$ cat src/hw/rtl/rtu_pkg.sv
// shared widths, register indexes, reset values and arithmetic helpers
package rtu_pkg;

  localparam int unsigned PIX_W   = 8;
  localparam int unsigned COEF_W  = 16;
  localparam int unsigned ROW_W   = 3 * COEF_W;
  localparam int unsigned CFG_IDX_W = 3;
  localparam int unsigned CFG_DATA_W = ROW_W;
  // 16 x 9 signed product is 25 bits, three of them summed need 27
  localparam int unsigned SUM_W   = 27;
  localparam int unsigned FRAC_BITS = 8;
  localparam int unsigned SH_W    = SUM_W - FRAC_BITS;

  // configuration register indexes
  localparam logic [CFG_IDX_W-1:0] CFG_LUMA_COEFFS   = 3'd0;
  localparam logic [CFG_IDX_W-1:0] CFG_CB_COEFFS     = 3'd1;
  localparam logic [CFG_IDX_W-1:0] CFG_CR_COEFFS     = 3'd2;
  localparam logic [CFG_IDX_W-1:0] CFG_LUMA_OFFSET   = 3'd3;
  localparam logic [CFG_IDX_W-1:0] CFG_CHROMA_OFFSET = 3'd4;

  // reset values of the configuration registers
  localparam logic [ROW_W-1:0]  LUMA_COEFFS_RST   = 48'h0019_0081_0042;
  localparam logic [ROW_W-1:0]  CB_COEFFS_RST     = 48'h0070_FFB6_FFDA;
  localparam logic [ROW_W-1:0]  CR_COEFFS_RST     = 48'hFFEE_FFA2_0070;
  localparam logic [COEF_W-1:0] LUMA_OFFSET_RST   = 16'd16;
  localparam logic [COEF_W-1:0] CHROMA_OFFSET_RST = 16'd128;

  // rounded-up average of two components
  function automatic logic [PIX_W-1:0] avg_up(input logic [PIX_W-1:0] a,
                                               input logic [PIX_W-1:0] b);
    logic [PIX_W:0] s;
    s = {1'b0, a} + {1'b0, b} + {{PIX_W{1'b0}}, 1'b1};
    return s[PIX_W:1];
  endfunction

  // signed weighted sum of r, g, b with one coefficient row
  function automatic logic signed [SUM_W-1:0] dot3(input logic [ROW_W-1:0] row,
                                                   input logic [PIX_W-1:0] r,
                                                   input logic [PIX_W-1:0] g,
                                                   input logic [PIX_W-1:0] b);
    logic signed [COEF_W+PIX_W:0] pr;
    logic signed [COEF_W+PIX_W:0] pg;
    logic signed [COEF_W+PIX_W:0] pb;
    pr = $signed(row[COEF_W-1:0])        * $signed({1'b0, r});
    pg = $signed(row[2*COEF_W-1:COEF_W]) * $signed({1'b0, g});
    pb = $signed(row[ROW_W-1:2*COEF_W])  * $signed({1'b0, b});
    return SUM_W'(pr) + SUM_W'(pg) + SUM_W'(pb);
  endfunction

  // floor shift, saturate, add offset with saturation, clamp to a byte
  function automatic logic [PIX_W-1:0] finish(input logic signed [SUM_W-1:0] s,
                                              input logic signed [COEF_W-1:0] off);
    logic signed [SH_W-1:0]   sh;
    logic signed [COEF_W-1:0] v;
    logic signed [COEF_W:0]   t;
    logic signed [COEF_W-1:0] w;
    sh = s[SUM_W-1:FRAC_BITS];
    if (sh > 32767) begin
      v = 16'sh7FFF;
    end else if (sh < -32768) begin
      v = 16'sh8000;
    end else begin
      v = sh[COEF_W-1:0];
    end
    t = (COEF_W+1)'(v) + (COEF_W+1)'(off);
    if (t > 32767) begin
      w = 16'sh7FFF;
    end else if (t < -32768) begin
      w = 16'sh8000;
    end else begin
      w = t[COEF_W-1:0];
    end
    if (w < 0) begin
      return '0;
    end else if (w > 255) begin
      return '1;
    end else begin
      return w[PIX_W-1:0];
    end
  endfunction

endpackage

$ cat src/hw/rtl/rtu_pix_if.sv
// pixel pair channel: valid, ready and two rgb pixels
interface rtu_pix_if;
  import rtu_pkg::*;

  logic             valid;
  logic             ready;
  logic [PIX_W-1:0] red_first;
  logic [PIX_W-1:0] green_first;
  logic [PIX_W-1:0] blue_first;
  logic [PIX_W-1:0] red_second;
  logic [PIX_W-1:0] green_second;
  logic [PIX_W-1:0] blue_second;
  logic             last_pair;

  modport source (output valid, red_first, green_first, blue_first,
                  red_second, green_second, blue_second, last_pair,
                  input ready);
  modport sink   (input valid, red_first, green_first, blue_first,
                  red_second, green_second, blue_second, last_pair,
                  output ready);
endinterface

$ cat src/hw/rtl/rtu_uyvy_if.sv
// uyvy macropixel channel: valid, ready and the four samples
interface rtu_uyvy_if;
  import rtu_pkg::*;

  logic             valid;
  logic             ready;
  logic [PIX_W-1:0] chroma_u;
  logic [PIX_W-1:0] luma_first;
  logic [PIX_W-1:0] chroma_v;
  logic [PIX_W-1:0] luma_second;
  logic             last_out;

  modport source (output valid, chroma_u, luma_first, chroma_v, luma_second, last_out,
                  input ready);
  modport sink   (input valid, chroma_u, luma_first, chroma_v, luma_second, last_out,
                  output ready);
endinterface

$ cat src/hw/rtl/rtu_cfg_if.sv
// configuration write channel: valid, ready, register index and data
interface rtu_cfg_if;
  import rtu_pkg::*;

  logic                  valid;
  logic                  ready;
  logic [CFG_IDX_W-1:0]  index;
  logic [CFG_DATA_W-1:0] data;

  modport source (output valid, index, data, input ready);
  modport sink   (input valid, index, data, output ready);
endinterface

$ cat src/hw/rtl/rgba_to_uyvy_converter.sv
// rgb pixel pair to uyvy macropixel converter, three register stages
//
// One pixel pair is taken per clock unless the output stalls; each UYVY
// macropixel passes an input register (forming the pair's rounded-up
// r, g, b averages), a register holding the four signed weighted sums, and
// the output register after shift, saturation, offset and clamping. The
// whole pipeline advances together and stalls only while a finished
// macropixel is held at the output, so the throughput is one transaction
// per cycle when the sink keeps ready high. Configuration writes are taken
// at any time and should be made while no transaction is in flight.
module rgba_to_uyvy_converter (
  input  logic       clk,
  input  logic       rst,
  rtu_pix_if.sink    pix,
  rtu_uyvy_if.source uyvy,
  rtu_cfg_if.sink    cfg
);
  import rtu_pkg::*;

  // configuration registers
  logic [ROW_W-1:0]         luma_coeffs;
  logic [ROW_W-1:0]         cb_coeffs;
  logic [ROW_W-1:0]         cr_coeffs;
  logic signed [COEF_W-1:0] luma_offset;
  logic signed [COEF_W-1:0] chroma_offset;

  // input stage
  logic             v_a;
  logic [PIX_W-1:0] r0_a, g0_a, b0_a, r1_a, g1_a, b1_a;
  logic [PIX_W-1:0] ra_a, ga_a, ba_a;
  logic             last_a;

  // sum stage
  logic                    v_b;
  logic signed [SUM_W-1:0] sum_u_b, sum_y0_b, sum_v_b, sum_y1_b;
  logic                    last_b;

  // output stage
  logic             v_c;
  logic [PIX_W-1:0] u_c, y0_c, vv_c, y1_c;
  logic             last_c;

  logic adv;

  assign adv       = !v_c || uyvy.ready;
  assign pix.ready = adv;
  assign cfg.ready = 1'b1;

  // register writes
  always_ff @(posedge clk) begin
    if (rst) begin
      luma_coeffs   <= LUMA_COEFFS_RST;
      cb_coeffs     <= CB_COEFFS_RST;
      cr_coeffs     <= CR_COEFFS_RST;
      luma_offset   <= LUMA_OFFSET_RST;
      chroma_offset <= CHROMA_OFFSET_RST;
    end else if (cfg.valid) begin
      unique case (cfg.index)
        CFG_LUMA_COEFFS:   luma_coeffs   <= cfg.data;
        CFG_CB_COEFFS:     cb_coeffs     <= cfg.data;
        CFG_CR_COEFFS:     cr_coeffs     <= cfg.data;
        CFG_LUMA_OFFSET:   luma_offset   <= cfg.data[COEF_W-1:0];
        CFG_CHROMA_OFFSET: chroma_offset <= cfg.data[COEF_W-1:0];
        default: ;
      endcase
    end
  end

  // stage valid flags
  always_ff @(posedge clk) begin
    if (rst) begin
      v_a <= 1'b0;
      v_b <= 1'b0;
      v_c <= 1'b0;
    end else if (adv) begin
      v_a <= pix.valid;
      v_b <= v_a;
      v_c <= v_b;
    end
  end

  // input register with pair averages
  always_ff @(posedge clk) begin
    if (adv) begin
      r0_a   <= pix.red_first;
      g0_a   <= pix.green_first;
      b0_a   <= pix.blue_first;
      r1_a   <= pix.red_second;
      g1_a   <= pix.green_second;
      b1_a   <= pix.blue_second;
      ra_a   <= avg_up(pix.red_first,   pix.red_second);
      ga_a   <= avg_up(pix.green_first, pix.green_second);
      ba_a   <= avg_up(pix.blue_first,  pix.blue_second);
      last_a <= pix.last_pair;
    end
  end

  // weighted sums
  always_ff @(posedge clk) begin
    if (adv) begin
      sum_u_b  <= dot3(cb_coeffs,   ra_a, ga_a, ba_a);
      sum_y0_b <= dot3(luma_coeffs, r0_a, g0_a, b0_a);
      sum_v_b  <= dot3(cr_coeffs,   ra_a, ga_a, ba_a);
      sum_y1_b <= dot3(luma_coeffs, r1_a, g1_a, b1_a);
      last_b   <= last_a;
    end
  end

  // shift, saturate, offset and clamp into the output register
  always_ff @(posedge clk) begin
    if (adv) begin
      u_c    <= finish(sum_u_b,  chroma_offset);
      y0_c   <= finish(sum_y0_b, luma_offset);
      vv_c   <= finish(sum_v_b,  chroma_offset);
      y1_c   <= finish(sum_y1_b, luma_offset);
      last_c <= last_b;
    end
  end

  assign uyvy.valid       = v_c;
  assign uyvy.chroma_u    = u_c;
  assign uyvy.luma_first  = y0_c;
  assign uyvy.chroma_v    = vv_c;
  assign uyvy.luma_second = y1_c;
  assign uyvy.last_out    = last_c;

`ifndef SYNTHESIS
  // an empty pipeline cannot present a transaction on the next cycle
  a_empty_pipe: assert property (@(posedge clk) disable iff (rst)
    (!v_a && !v_b && !v_c) |=> !uyvy.valid)
    else $error("output valid from an empty pipeline");

  // a transaction taken at the input is in the input stage next cycle
  a_accept_lands: assert property (@(posedge clk) disable iff (rst)
    (pix.valid && pix.ready) |=> v_a)
    else $error("accepted transaction lost at the input stage");

  // a luma offset write takes effect on the next cycle
  a_luma_off_write: assert property (@(posedge clk) disable iff (rst)
    (cfg.valid && cfg.ready && cfg.index == CFG_LUMA_OFFSET)
      |=> luma_offset == $past(cfg.data[COEF_W-1:0]))
    else $error("luma offset write not applied");

  // while the output is stalled no stage moves
  a_stall_holds: assert property (@(posedge clk) disable iff (rst)
    (uyvy.valid && !uyvy.ready) |=> ($stable(v_a) && $stable(v_b) && $stable(sum_y0_b)))
    else $error("pipeline moved during an output stall");
`endif

endmodule
$ cat src/flat_wrapper.sv
// flat-port wrapper written by rule: the top's interface ports become plain ports
module rgba_to_uyvy_converter_flat import rtu_pkg::*;
  (clk, rst, pix_valid, pix_red_first, pix_green_first, pix_blue_first, pix_red_second, pix_green_second, pix_blue_second, pix_last_pair, pix_ready, uyvy_valid, uyvy_chroma_u, uyvy_luma_first, uyvy_chroma_v, uyvy_luma_second, uyvy_last_out, uyvy_ready, cfg_valid, cfg_index, cfg_data, cfg_ready);
  rtu_pix_if pix_i ();
  rtu_uyvy_if uyvy_i ();
  rtu_cfg_if cfg_i ();
  input  logic clk;
  input  logic rst;
  input wire logic [$bits(pix_i.valid)-1:0] pix_valid;
  input wire logic [$bits(pix_i.red_first)-1:0] pix_red_first;
  input wire logic [$bits(pix_i.green_first)-1:0] pix_green_first;
  input wire logic [$bits(pix_i.blue_first)-1:0] pix_blue_first;
  input wire logic [$bits(pix_i.red_second)-1:0] pix_red_second;
  input wire logic [$bits(pix_i.green_second)-1:0] pix_green_second;
  input wire logic [$bits(pix_i.blue_second)-1:0] pix_blue_second;
  input wire logic [$bits(pix_i.last_pair)-1:0] pix_last_pair;
  output wire logic [$bits(pix_i.ready)-1:0] pix_ready;
  output wire logic [$bits(uyvy_i.valid)-1:0] uyvy_valid;
  output wire logic [$bits(uyvy_i.chroma_u)-1:0] uyvy_chroma_u;
  output wire logic [$bits(uyvy_i.luma_first)-1:0] uyvy_luma_first;
  output wire logic [$bits(uyvy_i.chroma_v)-1:0] uyvy_chroma_v;
  output wire logic [$bits(uyvy_i.luma_second)-1:0] uyvy_luma_second;
  output wire logic [$bits(uyvy_i.last_out)-1:0] uyvy_last_out;
  input wire logic [$bits(uyvy_i.ready)-1:0] uyvy_ready;
  input wire logic [$bits(cfg_i.valid)-1:0] cfg_valid;
  input wire logic [$bits(cfg_i.index)-1:0] cfg_index;
  input wire logic [$bits(cfg_i.data)-1:0] cfg_data;
  output wire logic [$bits(cfg_i.ready)-1:0] cfg_ready;
  assign pix_i.valid = pix_valid;
  assign pix_i.red_first = pix_red_first;
  assign pix_i.green_first = pix_green_first;
  assign pix_i.blue_first = pix_blue_first;
  assign pix_i.red_second = pix_red_second;
  assign pix_i.green_second = pix_green_second;
  assign pix_i.blue_second = pix_blue_second;
  assign pix_i.last_pair = pix_last_pair;
  assign pix_ready = pix_i.ready;
  assign uyvy_valid = uyvy_i.valid;
  assign uyvy_chroma_u = uyvy_i.chroma_u;
  assign uyvy_luma_first = uyvy_i.luma_first;
  assign uyvy_chroma_v = uyvy_i.chroma_v;
  assign uyvy_luma_second = uyvy_i.luma_second;
  assign uyvy_last_out = uyvy_i.last_out;
  assign uyvy_i.ready = uyvy_ready;
  assign cfg_i.valid = cfg_valid;
  assign cfg_i.index = cfg_index;
  assign cfg_i.data = cfg_data;
  assign cfg_ready = cfg_i.ready;
  rgba_to_uyvy_converter u_core (.clk(clk), .rst(rst), .pix(pix_i), .uyvy(uyvy_i), .cfg(cfg_i));
endmodule
$ cat config.mk
export PLATFORM = sky130hd
export DESIGN_NAME = rgba_to_uyvy_converter_flat
export DESIGN_NICKNAME = d
export VERILOG_FILES = /design/src/hw/rtl/rtu_pkg.sv /design/src/hw/rtl/rtu_pix_if.sv /design/src/hw/rtl/rtu_uyvy_if.sv /design/src/hw/rtl/rtu_cfg_if.sv /design/src/hw/rtl/rgba_to_uyvy_converter.sv /design/src/flat_wrapper.sv
export SDC_FILE = /design/constraint.sdc
export NUM_CORES = 2
export LEC_CHECK = 0
export ABC_CLOCK_PERIOD_IN_PS = 10230
export BUFFER_PORTS_ARGS = -buffer_cell sky130_fd_sc_hd__buf_2
export CAP_MARGIN = 20
export CORE_ASPECT_RATIO = 1.4
export CORE_MARGIN = 2
export CORE_UTILIZATION = 50
export CTS_CLUSTER_DIAMETER = 120
export DETAILED_ROUTE_END_ITERATION = 8
export PLACE_DENSITY = 0.74
export SYNTH_ARGS = -nofsm -noshare
export SYNTH_HDL_FRONTEND = slang
export SYNTH_SLANG_ARGS = --single-unit
$ cat constraint.sdc
create_clock -name clk -period 10.23 [get_ports clk]
set_input_delay 2.046 -clock clk [delete_from_list [all_inputs] [get_ports clk]]
set_output_delay 2.046 -clock clk [all_outputs]
set_load 0.005 [all_outputs]
==> qor.csv <==
stage,metric,value,unit
status,status,"finished, final reports clean",
routing,DR WL met3,16.2,mm
sta,setup violators final,0,
setup_path,RR Startpoint,u_core.r0_a[3]$_DFFE_PP_,
grt,grt ovf,0,
routing,drt via density,5.51,
clocking,CTS resizes,0,
worst_hold_path,Hold Path Sink,u_core.uyvy.last_out$_DFFE_PP_,
routing,DRC violations left,0,
yosys,Synth Register Bits,362,
yosys,Synth area leader,fa_1,
setup_path,Setup CP Type,register to register,
clocking,Root Buffer,clkbuf_16,
placement,HPWL Detailed,183,mm
cells_and_area,FF+latch area,9080,um^2
yosys,Syn Inst Count,7536,
routing,Vias,51900,
yosys,ys async rst share,0,
routing,DRT iter0 DRCs,3825,
yosys,synth unique cells,71,
worst_hold_path,Worst Hold Depth,0,
routing,DR WL met2,107,mm
sta,unrepaired setup endpoints after global routing,no,
placement,RD Place Congestion,0.976,
yosys,Synth Warn #,0,
cells_and_area,share of layout cells above drive strength 1,0.0380,
cells_and_area,fillers,12700,
cells_and_area,"commonest non-fill, non-tap cell in the layout",inv_1,
sta,"Hold Vio Cnt, Final",0,
setup_path,Reg2Reg Depth,20,
setup_path,reg-to-reg endpoint,u_core.sum_y0_b[26]$_DFFE_PP_,
floorplanning,num rows,164,
sta,fmax,0.128,GHz
sta,setup total negative slack,0,ps
floorplanning,Core Box Area,143000,um^2
setup_path,crit path from,u_core.r0_a[3]$_DFFE_PP_,
yosys,leading post-synthesis cells by cell area,"fa_1, ha_1, inv_1",
job,Max Cap Viol,0,
worst_hold_path,Worst Min Path Start,u_core.last_b$_DFFE_PP_,
floorplanning,Die W,324,um
cells_and_area,Final nets,9737,
floorplanning,Die Ht,452,um
setup_path,Crit path required time,10610,ps
routing,WL per Instance,23.5,um
grt,GRT Resource Usage Total,0.316,
clocking,CTS H-tree depth,2,
yosys,netlist area before placement,71700,um^2
setup_path,Worst Setup Start Kind,register,
routing,Antenna Nets Post-Route,0,
yosys,Post-synth EDFFs,183,
routing,top sig layer,met5,
yosys,sequential share of the synthesized area,0.127,
sta,post-route clock skew,47.2,ps
floorplanning,Initial Utilization,0.503,
clocking,Clock Path Buffers,3,
setup_path,R2R Setup Slk,2420,ps
grt,global-route wire length before repair,338,mm
cells_and_area,"commonest cells after routing, fill and taps aside","inv_1, fa_1, nand2_1, and2_1, ha_1",
clocking,clk slew on worst S/H paths,60,ps
sta,actual slew at the worst max-slew pin,1180,ps
sta,"Slew Viols, Final",0,
clocking,hold_buf cts,0,
routing,DRT met1 WL,66.5,mm
yosys,area share of the largest cell type after synthesis,0.449,
worst_hold_path,HP Class,register to register,
routing,final WL,221,mm
sta,Worst slew margin,0.216,
cells_and_area,area of the multi-input gates,54800,um^2
grt,vias in the first global route,56700,
clocking,cts bufs inserted,43,
clocking,clk sinks,362,
yosys,top_reg_cell synth,edfxtp_1,
placement,# port buffers,139,
sta,Tmin final,7810,ps
cells_and_area,post-layout util,0.529,
grt,initial antenna violation count,10,
sta,final worst-path cycle share,0.763,
floorplanning,IO Count,141,
yosys,syn nets,9809,
grt,largest net degree at the start of global routing,98,
setup_path,Worst EP arrival,8180,ps
setup_path,Crit Path Max Fanout,16,
setup_path,Crit. End Element,register,
clocking,TritonCTS clock tree,yes,
routing,first-pass iteration count of the detailed router,8,
clocking,post-CTS setup buffers,0,
cells_and_area,area delta synth->final,5.24,%
yosys,syn avg cell area,9.51,um^2
clocking,clk_lat worst skew,680,ps
floorplanning,die footprint,146000,um^2
[how the worst max path moves through the flow]
stage | slack (ps) | to
after floorplan | 2470 | pix_ready
after global placement | 2730 | u_core.sum_y0_b[26]$_DFFE_PP_
after global routing | 1970 | u_core.sum_y0_b[26]$_DFFE_PP_
after CTS | 2420 | u_core.sum_y0_b[26]$_DFFE_PP_
after detailed placement | 2510 | u_core.sum_y0_b[26]$_DFFE_PP_
final | 2420 | u_core.sum_y0_b[26]$_DFFE_PP_
[routing by layer]
metal | vias up | global-route usage
met2 | 2369 | 0.520
met1 | 26500 | 0.320
met3 | 958 | 0.0602
met5 | - | 0
li1 | 22100 | -
met4 | 6 | 0.346
[stage by stage]
step,std cells,instance area (um^2),setup WS (ps),hold slack [ps]
after floorplan,7536,71700,2470,400
after global placement,9328,74000,2730,403
after detailed placement,9328,74000,2510,414
after CTS,9408,75400,2420,429
after global routing,9408,75400,1970,439
final,9413,75400,2420,425
[sequential cells by signal, indices dropped and copies added (netlist names), 16 cells and up]
signal                flops
u_core.cb_coeffs         48
u_core.cr_coeffs         48
u_core.luma_coeffs       48
u_core.sum_u_b           19
u_core.sum_v_b           19
u_core.sum_y0_b          19
u_core.sum_y1_b          19
u_core.chroma_offset     16
u_core.luma_offset       16
[Yosys cell counts (all sizes together) (14+ instances only)]
master,number
o21bai,23
nand2,1197
buf,45
a21o,97
o21ai,78
clkbuf,253
a21oi,242
nor2,70
xnor2,105
nor2b,16
fa,1607
edfxtp,183
a31oi,14
nand3,26
xor2,46
and2,743
dfxtp,179
nand3b,71
o21a,25
nor3,28
ha,561
nand2b,24
and3,14
inv,1779
[final cells by class]
| cell class | instances | area share |
|---|---|---|
| antenna | 5 | 0.000166 |
| clock buffer | 55 | 0.0157 |
| clock inverter | 25 | 0.00330 |
| inverter | 1779 | 0.0886 |
| multi-input combinational | 5097 | 0.727 |
| sequential | 362 | 0.120 |
| tap | 1909 | 0.0317 |
| timing repair buffer | 181 | 0.0135 |
[kinds of logic (layout without fill, tap and decap cells)]
| group | after synthesis | after routing | synth area share |
|---|---|---|---|
| muxes | 8 | 8 | 0.00112 |
| buffers and inverters | 2077 | 2040 | 0.109 |
| other | 1 | 6 | 0.0000523 |
| xor gates and xnor gates | 151 | 151 | 0.0185 |
| adders and majority gates | 2168 | 2168 | 0.547 |
| AOI/OAI and AO/OA | 548 | 548 | 0.0477 |
| DFF | 362 | 362 | 0.127 |
| and+or+nand+nor | 2221 | 2221 | 0.150 |
[worst max-delay path: stages, from the launching register on]
cell and delay, ps:
edfxtp_1 800, nand2_1 180, fa_1 550, fa_1 620, inv_1 80, fa_1 530, inv_1 50, fa_1 480
fa_1 500, fa_1 490, inv_1 50, fa_1 430, ha_1 340, a2111o_1 480, a2111oi_0 620, nand4b_1 260
o21ai_2 160, a21oi_1 370, o211ai_1 210, a21oi_1 210, xnor2_1 80
Power is not shown: default switching activity piles up to over one toggle a cycle in this logic, so the estimate is an artifact.
